File: src/hdl/srb_pkg.sv
// Shared types, operation and status codes, and defaults for the sequence reorder buffer.
package srb_pkg;

  localparam int DEPTH_DEF    = 16;
  localparam int TAG_BITS_DEF = 16;

  localparam logic [2:0] OP_ADD       = 3'd0;
  localparam logic [2:0] OP_SUBMIT    = 3'd1;
  localparam logic [2:0] OP_FETCH     = 3'd2;
  localparam logic [2:0] OP_ADVANCE   = 3'd3;
  localparam logic [2:0] OP_ADV_FETCH = 3'd4;
  localparam logic [2:0] OP_REWIND    = 3'd5;

  localparam logic [1:0] STAT_OK   = 2'd0;
  localparam logic [1:0] STAT_DUP  = 2'd1;
  localparam logic [1:0] STAT_DROP = 2'd2;

  typedef struct packed {
    logic [2:0]  operation;
    logic [31:0] sequence_req;
    logic [15:0] buffer_tag;
  } in_item_t;

  typedef struct packed {
    logic        delivered;
    logic [15:0] delivered_tag;
    logic [31:0] expected_number;
    logic [1:0]  status;
  } out_item_t;

  // Commands from the controller to the datapath.
  typedef struct packed {
    logic load;
    logic calc;
    logic adv;
    logic rd;
    logic exec;
    logic take;
    logic clr;
    logic rewind;
  } srb_cmd_t;

  // Status from the datapath back to the controller.
  typedef struct packed {
    logic [2:0] op;
    logic       need_take;
    logic       clr_last;
  } srb_stat_t;

endpackage

File: src/hdl/srb_ctrl.sv
// Controller state machine that sequences each operation of the reorder buffer.
module srb_ctrl (
  input  logic              clk,
  input  logic              rst_n,
  input  logic              start,
  output logic              busy,
  output logic              out_strobe,
  output srb_pkg::srb_cmd_t cmd,
  input  srb_pkg::srb_stat_t stat
);

  localparam logic [3:0] S_INIT = 4'd0;
  localparam logic [3:0] S_IDLE = 4'd1;
  localparam logic [3:0] S_CALC = 4'd2;
  localparam logic [3:0] S_ADV  = 4'd3;
  localparam logic [3:0] S_READ = 4'd4;
  localparam logic [3:0] S_EXEC = 4'd5;
  localparam logic [3:0] S_TAKE = 4'd6;
  localparam logic [3:0] S_CLR  = 4'd7;
  localparam logic [3:0] S_DONE = 4'd8;

  logic [3:0] state_r, state_nxt;

  always_ff @(posedge clk) begin
    if (!rst_n) begin
      state_r <= S_INIT;
    end else begin
      state_r <= state_nxt;
    end
  end

  always_comb begin
    state_nxt  = state_r;
    cmd        = '0;
    busy       = 1'b1;
    out_strobe = 1'b0;
    case (state_r)
      S_INIT: begin
        // Clearing pass after reset; no result is produced.
        cmd.clr = 1'b1;
        if (stat.clr_last) begin
          state_nxt = S_IDLE;
        end
      end
      S_IDLE: begin
        busy = 1'b0;
        if (start) begin
          cmd.load  = 1'b1;
          state_nxt = S_CALC;
        end
      end
      S_CALC: begin
        cmd.calc = 1'b1;
        case (stat.op)
          srb_pkg::OP_ADD, srb_pkg::OP_SUBMIT, srb_pkg::OP_FETCH: begin
            state_nxt = S_READ;
          end
          srb_pkg::OP_ADVANCE, srb_pkg::OP_ADV_FETCH: begin
            state_nxt = S_ADV;
          end
          srb_pkg::OP_REWIND: begin
            cmd.rewind = 1'b1;
            state_nxt  = S_CLR;
          end
          default: begin
            state_nxt = S_DONE;
          end
        endcase
      end
      S_ADV: begin
        cmd.adv = 1'b1;
        if (stat.op == srb_pkg::OP_ADV_FETCH) begin
          state_nxt = S_READ;
        end else begin
          state_nxt = S_DONE;
        end
      end
      S_READ: begin
        cmd.rd    = 1'b1;
        state_nxt = S_EXEC;
      end
      S_EXEC: begin
        cmd.exec = 1'b1;
        if (stat.need_take) begin
          state_nxt = S_TAKE;
        end else begin
          state_nxt = S_DONE;
        end
      end
      S_TAKE: begin
        cmd.take  = 1'b1;
        state_nxt = S_DONE;
      end
      S_CLR: begin
        cmd.clr = 1'b1;
        if (stat.clr_last) begin
          state_nxt = S_DONE;
        end
      end
      S_DONE: begin
        out_strobe = 1'b1;
        state_nxt  = S_IDLE;
      end
      default: begin
        state_nxt = S_INIT;
      end
    endcase
  end

endmodule

File: src/hdl/srb_dp.sv
// Datapath of the reorder buffer: slot memory, expected number and result registers.
module srb_dp #(
  parameter int DEPTH    = srb_pkg::DEPTH_DEF,
  parameter int TAG_BITS = srb_pkg::TAG_BITS_DEF
) (
  input  logic               clk,
  input  logic               rst_n,
  input  srb_pkg::in_item_t  in_data,
  input  srb_pkg::srb_cmd_t  cmd,
  output srb_pkg::srb_stat_t stat,
  output srb_pkg::out_item_t out_data
);

  localparam int SLOT_W     = (DEPTH > 1) ? $clog2(DEPTH) : 1;
  localparam int STORE_BITS = (TAG_BITS < 16) ? TAG_BITS : 16;
  localparam int WORD_W     = STORE_BITS + 1;

  // Each word holds a valid bit above the stored tag.
  logic [WORD_W-1:0] mem [DEPTH];

  logic [2:0]            op_r;
  logic [31:0]           seq_r;
  logic [STORE_BITS-1:0] tag_r;
  logic [31:0]           diff_r;
  logic                  match_r;
  logic                  wrapped_r;
  logic [31:0]           exp_r;
  logic [SLOT_W-1:0]     exp_slot_r;
  logic [SLOT_W-1:0]     clr_idx_r;
  logic [WORD_W-1:0]     park_rd_r;
  logic [WORD_W-1:0]     exp_rd_r;
  logic                  res_dlv_r;
  logic [STORE_BITS-1:0] res_tag_r;
  logic [1:0]            res_status_r;

  logic [SLOT_W:0]       slot_sum;
  logic [SLOT_W-1:0]     park_slot;
  logic                  in_win;
  logic                  park_v;
  logic                  exp_v;
  logic                  park_op;
  logic                  take_op;
  logic                  parking;
  logic                  same;
  logic [1:0]            exec_status;
  logic                  exec_dlv;
  logic [STORE_BITS-1:0] exec_tag;
  logic                  wr_en;
  logic [SLOT_W-1:0]     wr_addr;
  logic [WORD_W-1:0]     wr_word;
  logic [SLOT_W-1:0]     exp_slot_inc;

  // Inside the window a wrapped number is below DEPTH, so it is its own slot;
  // otherwise the slot is the expected slot plus the offset, folded once.
  always_comb begin
    in_win   = (diff_r < 32'(DEPTH));
    slot_sum = {1'b0, exp_slot_r} + {1'b0, diff_r[SLOT_W-1:0]};
    if (wrapped_r) begin
      park_slot = seq_r[SLOT_W-1:0];
    end else if (slot_sum >= (SLOT_W+1)'(DEPTH)) begin
      park_slot = SLOT_W'(slot_sum - (SLOT_W+1)'(DEPTH));
    end else begin
      park_slot = slot_sum[SLOT_W-1:0];
    end
  end

  always_comb begin
    park_v  = park_rd_r[WORD_W-1];
    exp_v   = exp_rd_r[WORD_W-1];
    park_op = (op_r == srb_pkg::OP_ADD) || ((op_r == srb_pkg::OP_SUBMIT) && !match_r);
    take_op = ((op_r == srb_pkg::OP_SUBMIT) && !match_r) || (op_r == srb_pkg::OP_FETCH) ||
              (op_r == srb_pkg::OP_ADV_FETCH);
    parking = park_op && in_win && !park_v;
    // A wrapped item can land in the expected slot; it is then released at once.
    same    = parking && take_op && (park_slot == exp_slot_r);

    if (!park_op) begin
      exec_status = srb_pkg::STAT_OK;
    end else if (!in_win) begin
      exec_status = srb_pkg::STAT_DROP;
    end else if (park_v) begin
      exec_status = srb_pkg::STAT_DUP;
    end else begin
      exec_status = srb_pkg::STAT_OK;
    end

    exec_dlv = 1'b0;
    exec_tag = '0;
    if ((op_r == srb_pkg::OP_SUBMIT) && match_r) begin
      exec_dlv = 1'b1;
      exec_tag = tag_r;
    end else if (same) begin
      exec_dlv = 1'b1;
      exec_tag = tag_r;
    end else if (take_op && exp_v) begin
      exec_dlv = 1'b1;
      exec_tag = exp_rd_r[STORE_BITS-1:0];
    end
  end

  always_comb begin
    wr_en   = 1'b0;
    wr_addr = exp_slot_r;
    wr_word = '0;
    if (cmd.clr) begin
      wr_en   = 1'b1;
      wr_addr = clr_idx_r;
    end else if (cmd.adv || cmd.take) begin
      wr_en = 1'b1;
    end else if (cmd.exec && parking && !same) begin
      wr_en   = 1'b1;
      wr_addr = park_slot;
      wr_word = {1'b1, tag_r};
    end
  end

  always_ff @(posedge clk) begin
    if (wr_en) begin
      mem[wr_addr] <= wr_word;
    end
    if (cmd.rd) begin
      park_rd_r <= mem[park_slot];
      exp_rd_r  <= mem[exp_slot_r];
    end
  end

  always_comb begin
    if (exp_r == 32'hFFFF_FFFF) begin
      exp_slot_inc = '0;
    end else if (exp_slot_r == SLOT_W'(DEPTH - 1)) begin
      exp_slot_inc = '0;
    end else begin
      exp_slot_inc = exp_slot_r + SLOT_W'(1);
    end
  end

  always_ff @(posedge clk) begin
    if (!rst_n) begin
      exp_r      <= '0;
      exp_slot_r <= '0;
      clr_idx_r  <= '0;
    end else begin
      if (cmd.rewind) begin
        exp_r      <= '0;
        exp_slot_r <= '0;
      end else if (cmd.adv) begin
        exp_r      <= exp_r + 32'd1;
        exp_slot_r <= exp_slot_inc;
      end
      if (cmd.clr) begin
        clr_idx_r <= clr_idx_r + SLOT_W'(1);
      end else begin
        clr_idx_r <= '0;
      end
    end
  end

  always_ff @(posedge clk) begin
    if (cmd.load) begin
      op_r         <= in_data.operation;
      seq_r        <= in_data.sequence_req;
      tag_r        <= in_data.buffer_tag[STORE_BITS-1:0];
      res_dlv_r    <= 1'b0;
      res_tag_r    <= '0;
      res_status_r <= srb_pkg::STAT_OK;
    end
    if (cmd.calc) begin
      diff_r    <= seq_r - exp_r;
      match_r   <= (seq_r == exp_r);
      wrapped_r <= (seq_r < exp_r);
    end
    if (cmd.exec) begin
      res_dlv_r    <= exec_dlv;
      res_tag_r    <= exec_tag;
      res_status_r <= exec_status;
    end
  end

  always_comb begin
    stat.op        = op_r;
    stat.need_take = take_op && !same && exp_v;
    stat.clr_last  = (clr_idx_r == SLOT_W'(DEPTH - 1));
  end

  always_comb begin
    out_data.delivered       = res_dlv_r;
    out_data.delivered_tag   = 16'(res_tag_r);
    out_data.expected_number = exp_r;
    out_data.status          = res_status_r;
  end

endmodule

File: src/hdl/sequence_reorder_buffer.sv
// Top level of the sequence reorder buffer: controller plus datapath.
//
//  channel   ports                      handshake
//  --------  -------------------------  --------------------------------------
//  input     start, busy, in_data       taken at an edge with start high, busy low
//  result    out_strobe, out_data       one cycle per result, cannot be held off
//
// One transaction is in flight at a time. After the accepting edge busy stays high
// through the calculate, read and execute states for an add, submit or fetch, the
// advance state for an advance, all of these for an advance_and_fetch and the
// clearing sweep for a rewind; an extra take state clears a released slot, as the
// slot memory has a single write port. The result strobe marks the last busy cycle.
// After reset a clearing pass over all DEPTH slots runs with busy high.
module sequence_reorder_buffer #(
  parameter int DEPTH    = srb_pkg::DEPTH_DEF,
  parameter int TAG_BITS = srb_pkg::TAG_BITS_DEF
) (
  input  logic               clk,
  input  logic               rst_n,
  input  logic               start,
  output logic               busy,
  input  srb_pkg::in_item_t  in_data,
  output logic               out_strobe,
  output srb_pkg::out_item_t out_data
);

  srb_pkg::srb_cmd_t  cmd;
  srb_pkg::srb_stat_t stat;

  srb_ctrl u_ctrl (
    .clk        (clk),
    .rst_n      (rst_n),
    .start      (start),
    .busy       (busy),
    .out_strobe (out_strobe),
    .cmd        (cmd),
    .stat       (stat)
  );

  srb_dp #(
    .DEPTH    (DEPTH),
    .TAG_BITS (TAG_BITS)
  ) u_dp (
    .clk      (clk),
    .rst_n    (rst_n),
    .in_data  (in_data),
    .cmd      (cmd),
    .stat     (stat),
    .out_data (out_data)
  );

endmodule

File: config.mk
export PLATFORM = sky130hd
export DESIGN_NAME = sequence_reorder_buffer
export DESIGN_NICKNAME = d
export VERILOG_FILES = /design/src/hdl/srb_pkg.sv /design/src/hdl/srb_ctrl.sv /design/src/hdl/srb_dp.sv /design/src/hdl/sequence_reorder_buffer.sv
export SDC_FILE = /design/constraint.sdc
export NUM_CORES = 1
export LEC_CHECK = 0
export ABC_AREA = 0
export BUFFER_PORTS_ARGS = -buffer_cell sky130_fd_sc_hd__buf_2
export CELL_PAD_IN_SITES_DETAIL_PLACEMENT = 2
export CELL_PAD_IN_SITES_GLOBAL_PLACEMENT = 2
export CORE_ASPECT_RATIO = 1.5
export CORE_UTILIZATION = 49
export DETAILED_ROUTE_END_ITERATION = 7
export GPL_TIMING_DRIVEN = 0
export HOLD_SLACK_MARGIN = 0.05
export PLACE_DENSITY = 0.87
export SLEW_MARGIN = 20
export SYNTH_ARGS = -nofsm -noshare
export SYNTH_HDL_FRONTEND = slang
export SYNTH_SLANG_ARGS = --single-unit
File: constraint.sdc
create_clock -name clk -period 7 [get_ports clk]
set_clock_uncertainty 0.05 [all_clocks]
set_input_delay 1.05 -clock clk [delete_from_list [all_inputs] [get_ports clk]]
set_output_delay 1.05 -clock clk [all_outputs]
set_load 0.03 [all_outputs]
# After elaboration in Yosys (flattened, before gate mapping)
# Memories as Yosys holds them, arrays and structs flattened. A register that Yosys moved wholly into a read port is not among the register bits.
# Cells that the tools add are included.
[word_totals] regBits=148 latchBits=0 mem_bits_rw=272 rom_bits=0 in_bits=54 wordCells=121 n_memories=1
[memory_table] name="u_dp.mem" depth=16 width=17 read_ports=2 rd_clocked_by_memory_dff=2 write_ports=1 line_no="srb_dp.sv:19" text="logic [WORD_W-1:0] mem [DEPTH];"
[classes] add_sub_neg=6 mul=0 div_mod_pow=0 order_cmp=3 n_eq_ne=21 shifts=0 muxes=49 bitwise_logic=1 reduce_logical=27
[op_table] op="$mux 16" count=5
[op_table] op="$mux 17" count=3
[op_table] op="$mux 4" count=12
[op_table] op="$pmux 4 s9" count=1
[op_table] op="$add 32x1->32 const B" count=1
[op_table] op="$eq 32x32->1" count=1
[op_table] op="$eq 32x32->1 const B" count=1
[op_table] op="$lt 32x32->1" count=1
[op_table] op="$lt 32x5->1 const B" count=1
[op_table] op="$sub 32x32->32" count=1
[op_table] op="$mux 1" count=23
[op_table] op="$eq 4x3->1 const B" count=4
[op_table] op="$eq 4x4->1 const B" count=3
[op_table] op="$pmux 4 s3" count=1
[op_table] op="$logic_and 1x1->1" count=11
[op_table] op="$add 4x1->4 const B" count=2
[op_table] op="$eq 4x2->1 const B" count=2
[op_table] op="$mux 2" count=4
[op_table] op="$eq 3x2->1 const B" count=2
[op_table] op="$eq 3x3->1 const B" count=2
[op_table] op="$ne 2x2->1 const B" count=3
[op_table] op="$reduce_or 2->1" count=3
[op_table] op="$add 4x4->5" count=1
[op_table] op="$ge 5x5->1 const B" count=1
[op_table] op="13 further kinds" count=18

# Logic depth before layout (Yosys ltp)
[logic_depth] depth_word=14 mapped_depth=14 mapped_depth_nobuf=12

# Modules after synthesis
# From an unflattened synthesis, not the netlist that was laid out.
[hier_totals] hier_cells=1212 area_unflattened_um2=19034.5
[modules_own_cells] module="srb_dp" instances=1 cells_per_inst=1151 area_per_inst_um2=18602.8 seq_area_each_um2=12632.1
[modules_own_cells] module="srb_ctrl" instances=1 cells_per_inst=61 area_per_inst_um2=431.7 seq_area_each_um2=80.1

# Least setup slack after synthesis
# Ideal clock, no wire load.
[synth_path] kind="flip-flop to flip-flop" startpoint="reg u_dp.diff_r[0]" endpoint="mem u_dp.mem[0][0] in the netlist's numbering (enable)" setup_ns=0.413 arrival_time_ns=3.489 required_time_ns=6.537 slack_ns=3.048 path_stages_with_launch=13 path_buffers=1 cell_sequence="edfxtp_1 -> ha_1 -> fa_1 -> xor2_1 -> mux2i_2 -> xnor2_1 -> a211o_1 -> nor2b_1 -> buf_2 -> a21oi_1 -> a21oi_1 -> nand2_1 -> nor3_1"
[synth_between] elab_chain_cells=13 elab_cells_between_ends=22 cone_classes="2 x add/sub; 2 x order compare; 1 x eq/ne; 10 x mux; 7 x reduce/logical"
[synth_lines] element="from (decl)" line_no="srb_dp.sv:24" text="logic [31:0] diff_r;"
[synth_lines] element="from (signal assigned)" line_no="srb_dp.sv:168" text="diff_r <= seq_r - exp_r;"
[synth_lines] element="$add 4x4->5" line_no="srb_dp.sv:57" text="slot_sum = {1'b0, exp_slot_r} + {1'b0, diff_r[SLOT_W-1:0]};"
[synth_lines] element="$sub 4x1->4 / $ge 5x5->1 (equally long branches)" line_no="srb_dp.sv:61, srb_dp.sv:60"
[synth_lines] element="$mux 4" line_no="srb_dp.sv:60" text="end else if (slot_sum >= (SLOT_W+1)'(DEPTH)) begin"
[synth_lines] element="$mux 4" line_no="srb_dp.sv:58" text="if (wrapped_r) begin"
[synth_lines] element="$eq 4x4->1" line_no="srb_dp.sv:75" text="same = parking && take_op && (park_slot == exp_slot_r);"
[synth_lines] element="$logic_and 1x1->1" line_no="srb_dp.sv:75"
[synth_lines] element="$logic_not 1->1" line_no="srb_dp.sv:110" text="end else if (cmd.exec && parking && !same) begin"
[synth_lines] element="$logic_and 1x1->1" line_no="srb_dp.sv:110"
[synth_lines] element="$mux 1" line_no="srb_dp.sv:110"
[synth_lines] element="$mux 1" line_no="srb_dp.sv:108" text="end else if (cmd.adv || cmd.take) begin"
[synth_lines] element="$mux 1" line_no="srb_dp.sv:105" text="if (cmd.clr) begin"
[synth_lines] element="$mux 1" line_no="srb_dp.sv:118" text="if (wr_en) begin"
[synth_lines] element="$mux 1 (implied by the code)" line_no="srb_dp.sv:119" text="mem[wr_addr] <= wr_word;"
[synth_lines] element="to (decl)" line_no="srb_dp.sv:19"
# Parallel ways exist; a longest one is shown, timed or not.

# Final worst setup path
[layout_path] startpoint="reg u_dp.diff_r[0]" endpoint="mem u_dp.mem[0][9] in the netlist's numbering (enable)"
# Same word-level chain as after synthesis.

==> impl_metrics.csv <==
group,metric,value,unit
outcome,run_status,"complete, no violations",
routing,wirelength,62300,microns
logic_synthesis,seq_area_frac_synth,67.5,%
logic_synthesis,synth_edf_count,394,
final_layout,drive_above_1_share,23.8,%
sta,tns,0,ns
logic_synthesis,yosys_warnings,0,
floorplan,rows,87,
setup_path,cp_slowest_stage_delay,0.63,ns
power_and_ir_drop,power_density,335,nW/um^2
floorplan,die_area,39200,sq um
floorplan,initial_core_util,49.8,%
power_and_ir_drop,power_frac_seq,48.7,%
sta,fmax,207,MHz
cts,cts.clk_slew.worst_paths,0.06,ns
cts,h-tree-depth,2,
cts,post-cts-setup-buffer-count,0,
floorplan,core-area,37800,sq um
sta,slew_viol_final,0,
setup_path,required,7.21,ns
routing,wl_per_cell,33.6,microns
logic_synthesis,synthCells,1171,
final_layout,final_nets,1426,
logic_synthesis,synth_area_leader_cell,"edfxtp_1",
grt,grt_pass1_wl,90300,microns
sta,fin_crit_sh,68.9,%
cts,cts_root_buffer,"clkbuf_16",
cts,clock_sinks,438,
cts,cts_tree,"yes",
setup_path,end_kind,"register",
final_layout,fin_util,57.2,%
routing,dr_total_vias,11600,
floorplan,die_h,242,microns
grt,antenna_found_initial,0,
sta,tightestPinTransition,1.19,ns
logic_synthesis,syn_area,18800,sq um
setup_path,critPathBufInv,3,
sta,finalCriticalPeriod,4.82,ns
final_layout,nFillCells,3217,
placement,dpl.hpwl,40900,microns
logic_synthesis,syn_avg_cell_area,16.1,sq um
power_and_ir_drop,switching_share,29.0,%
floorplan,io_pins,107,
power_and_ir_drop,intPower,5140,uW
routing,viasPerCell,6.28,
cts,cts_buffer_depth,3,
power_and_ir_drop,power.total,7240,uW
final_layout,syn2layout_area_growth,14.7,%
cts,clk_latency,0.57,ns
logic_synthesis,ys_ff_latch,438,
routing,dr.pass1.iters,5,
grt,first_global_vias,13000,
grt,grt-ovfl-total,0,
placement,pre_cts_ws,2.28,ns
logic_synthesis,ys_types,72,
routing,antenna_left,0,
power_and_ir_drop,ir_drop,0.269,mV
floorplan,die_w,162,microns
sta,worst_hold_slack,0.507,ns
placement,globalplace.congestion,0.835,
power_and_ir_drop,p_leak,0.00740,uW
logic_synthesis,yosys-top-cells-area,"edfxtp_1 63%, mux4_2 10%, dfxtp_1 4.7%, ha_1 2.5%, xnor2_1 2.3%",
cts,post_cts_resized,0,
cts,numCtsBuffers,43,
logic_synthesis,synth_top_area_share,62.8,%
power_and_ir_drop,combPwrFrac,18.5,%
sta,max_slew_margin,20.7,%
logic_synthesis,synth_top_flop_cell,"edfxtp_1",
setup_path,worst_path_most_repeated_cell,"a21oi_1",
setup_path,critical_path.top_delay_family,"simple AND/OR/NAND/NOR gates",
setup_path,crit_chain,"ha_1 > fa_1 > mux2i_4 > xor2_1 > nand4_1 > a211o_1 > nor2b_1 > buf_2 > a21oi_1 > a21oi_1 > nand2_1 > nor3_2 > buf_6 > buf_4",
setup_path,crit_fanout,10,
logic_synthesis,syn_nets,1265,
min_path,worstHoldPathType,"register to register",
logic_synthesis,ys_async_sr_fraction,0,%
setup_path,cp-start-kind,"register",
sta,setup_slack,2.18,ns
placement,io_buffers,106,
job,drv_cap,0,
final_layout,n_antenna_cell,0,
power_and_ir_drop,p_sw,2100,uW
routing,drt_iter0_markers,997,
grt,grt_use_total,32.5,%
setup_path,worstPathArrival,5.03,ns
sta,rsz0062_at_grt,"no",
setup_path,path_class,"register to register",
setup_path,critPathSlowestCell,"nor3_2",
grt,grt_max_degree,41,
sta,hold_viol,0,
routing,drc,0,
cts,hold_buffers,0,
sta,setup_violations,0,
power_and_ir_drop,pwr-share-clk,32.8,%
-- layout make-up --
cell class / count / area (sq um) / share of cell area [%]
buffer: 45 / 221 / 1.03
timing repair buffer: 116 / 677 / 3.13
sequential: 438 / 12700 / 58.9
multi-input combinational: 632 / 5770 / 26.7
clock buffer: 58 / 1180 / 5.48
tap: 489 / 612 / 2.83
clock inverter: 19 / 209 / 0.968
inverter: 56 / 213 / 0.985
-- metrics by stage --
step	instances	instance area, sq um
floorplan	1171	18800
global placement	1766	20000
detailed placement	1776	20200
CTS	1853	21600
global route	1853	21600
finish	1853	21600
-- logic make-up (layout without fill, tap and decap cells) --
group                    Yosys count  after routing  share of synthesized area, %
AO/OA/AOI/OAI                    147            147                          5.20
XOR/XNOR                          62             62                          2.88
adder cells (fa/ha/maj)           42             42                          2.84
buffers and inverters            101            294                          2.25
flip-flops                       438            438                          67.5
multiplexers                     110            110                          11.6
AND/OR/NAND/NOR                  271            271                          7.70
-- layout by cell type (no fill, tap or decap), types with 21 or more instances in the layout --
cell       instances
edfxtp_1         394
buf_2            113
mux4_2            85
nor2_1            65
inv_1             52
a21oi_1           51
xnor2_1           50
clkbuf_16         44
dfxtp_1           44
nand2_1           39
ha_1              38
clkbuf_1          30
and2_1            24
nand3_1           23
mux2i_1           21
-- power groups by stage --
| stage | Clock, uW | Combinational (uW) | Sequential (uW) |
|---|---|---|---|
| 2_1_floorplan | 0 | 732 | 3490 |
| 3_3_place_gp | 0 | 1090 | 3510 |
| 3_5_place_dp | 0 | 1310 | 3560 |
| 4_1_cts | 2390 | 1340 | 3520 |
| 5_1_grt | 2470 | 1400 | 3540 |
| 6_report | 2370 | 1340 | 3520 |
-- layer usage --
metal  vias to the layer above  part of all wire (%)  GRT usage [%]
met3                       170                   4.6           3.97
met5                         -                     0              0
met4                         0                   4.7           14.5
met2                       476                    54           59.4
li1                       4851                     -              -
met1                      6142                    36           37.8
-- sequential cells by signal (all words and copies together), names as in the netlist --
signal / flops
u_ctrl.state_r: 4
u_dp.clr_idx_r: 4
u_dp.diff_r: 32
u_dp.exp_r: 32
u_dp.exp_rd_r: 17
u_dp.exp_slot_r: 4
u_dp.match_r: 1
u_dp.mem: 272
u_dp.op_r: 3
u_dp.park_rd_r: 1
u_dp.res_dlv_r: 1
u_dp.res_status_r: 2
u_dp.res_tag_r: 16
u_dp.seq_r: 32
u_dp.tag_r: 16
u_dp.wrapped_r: 1
-- cells in the mapped netlist, types with 17 or more instances --
cell type  instances
and2_1            30
a21oi_1           51
edfxtp_1         394
xnor2_1           50
ha_1              38
nor2_1            68
mux4_2            85
inv_1             53
dfxtp_1           44
mux2i_1           21
nand3_1           23
a21o_1            17
nand2_1           40
nor3_1            18
nor2b_1           19
clkbuf_1          20
-- final timing paths --
check	start	endpoint	slack (ns)	cells after the start
setup / recovery	u_dp.diff_r[0]	u_dp.mem[0][9]	2.18	14
hold / removal	u_dp.clr_idx_r[0]	u_dp.clr_idx_r[0]	0.51	1
setup reg to reg	u_dp.diff_r[0]	u_dp.mem[0][9]	2.18	14
hold reg to reg	u_dp.clr_idx_r[0]	u_dp.clr_idx_r[0]	0.51	1
Note: power is estimated with default switching activity, not from simulation.
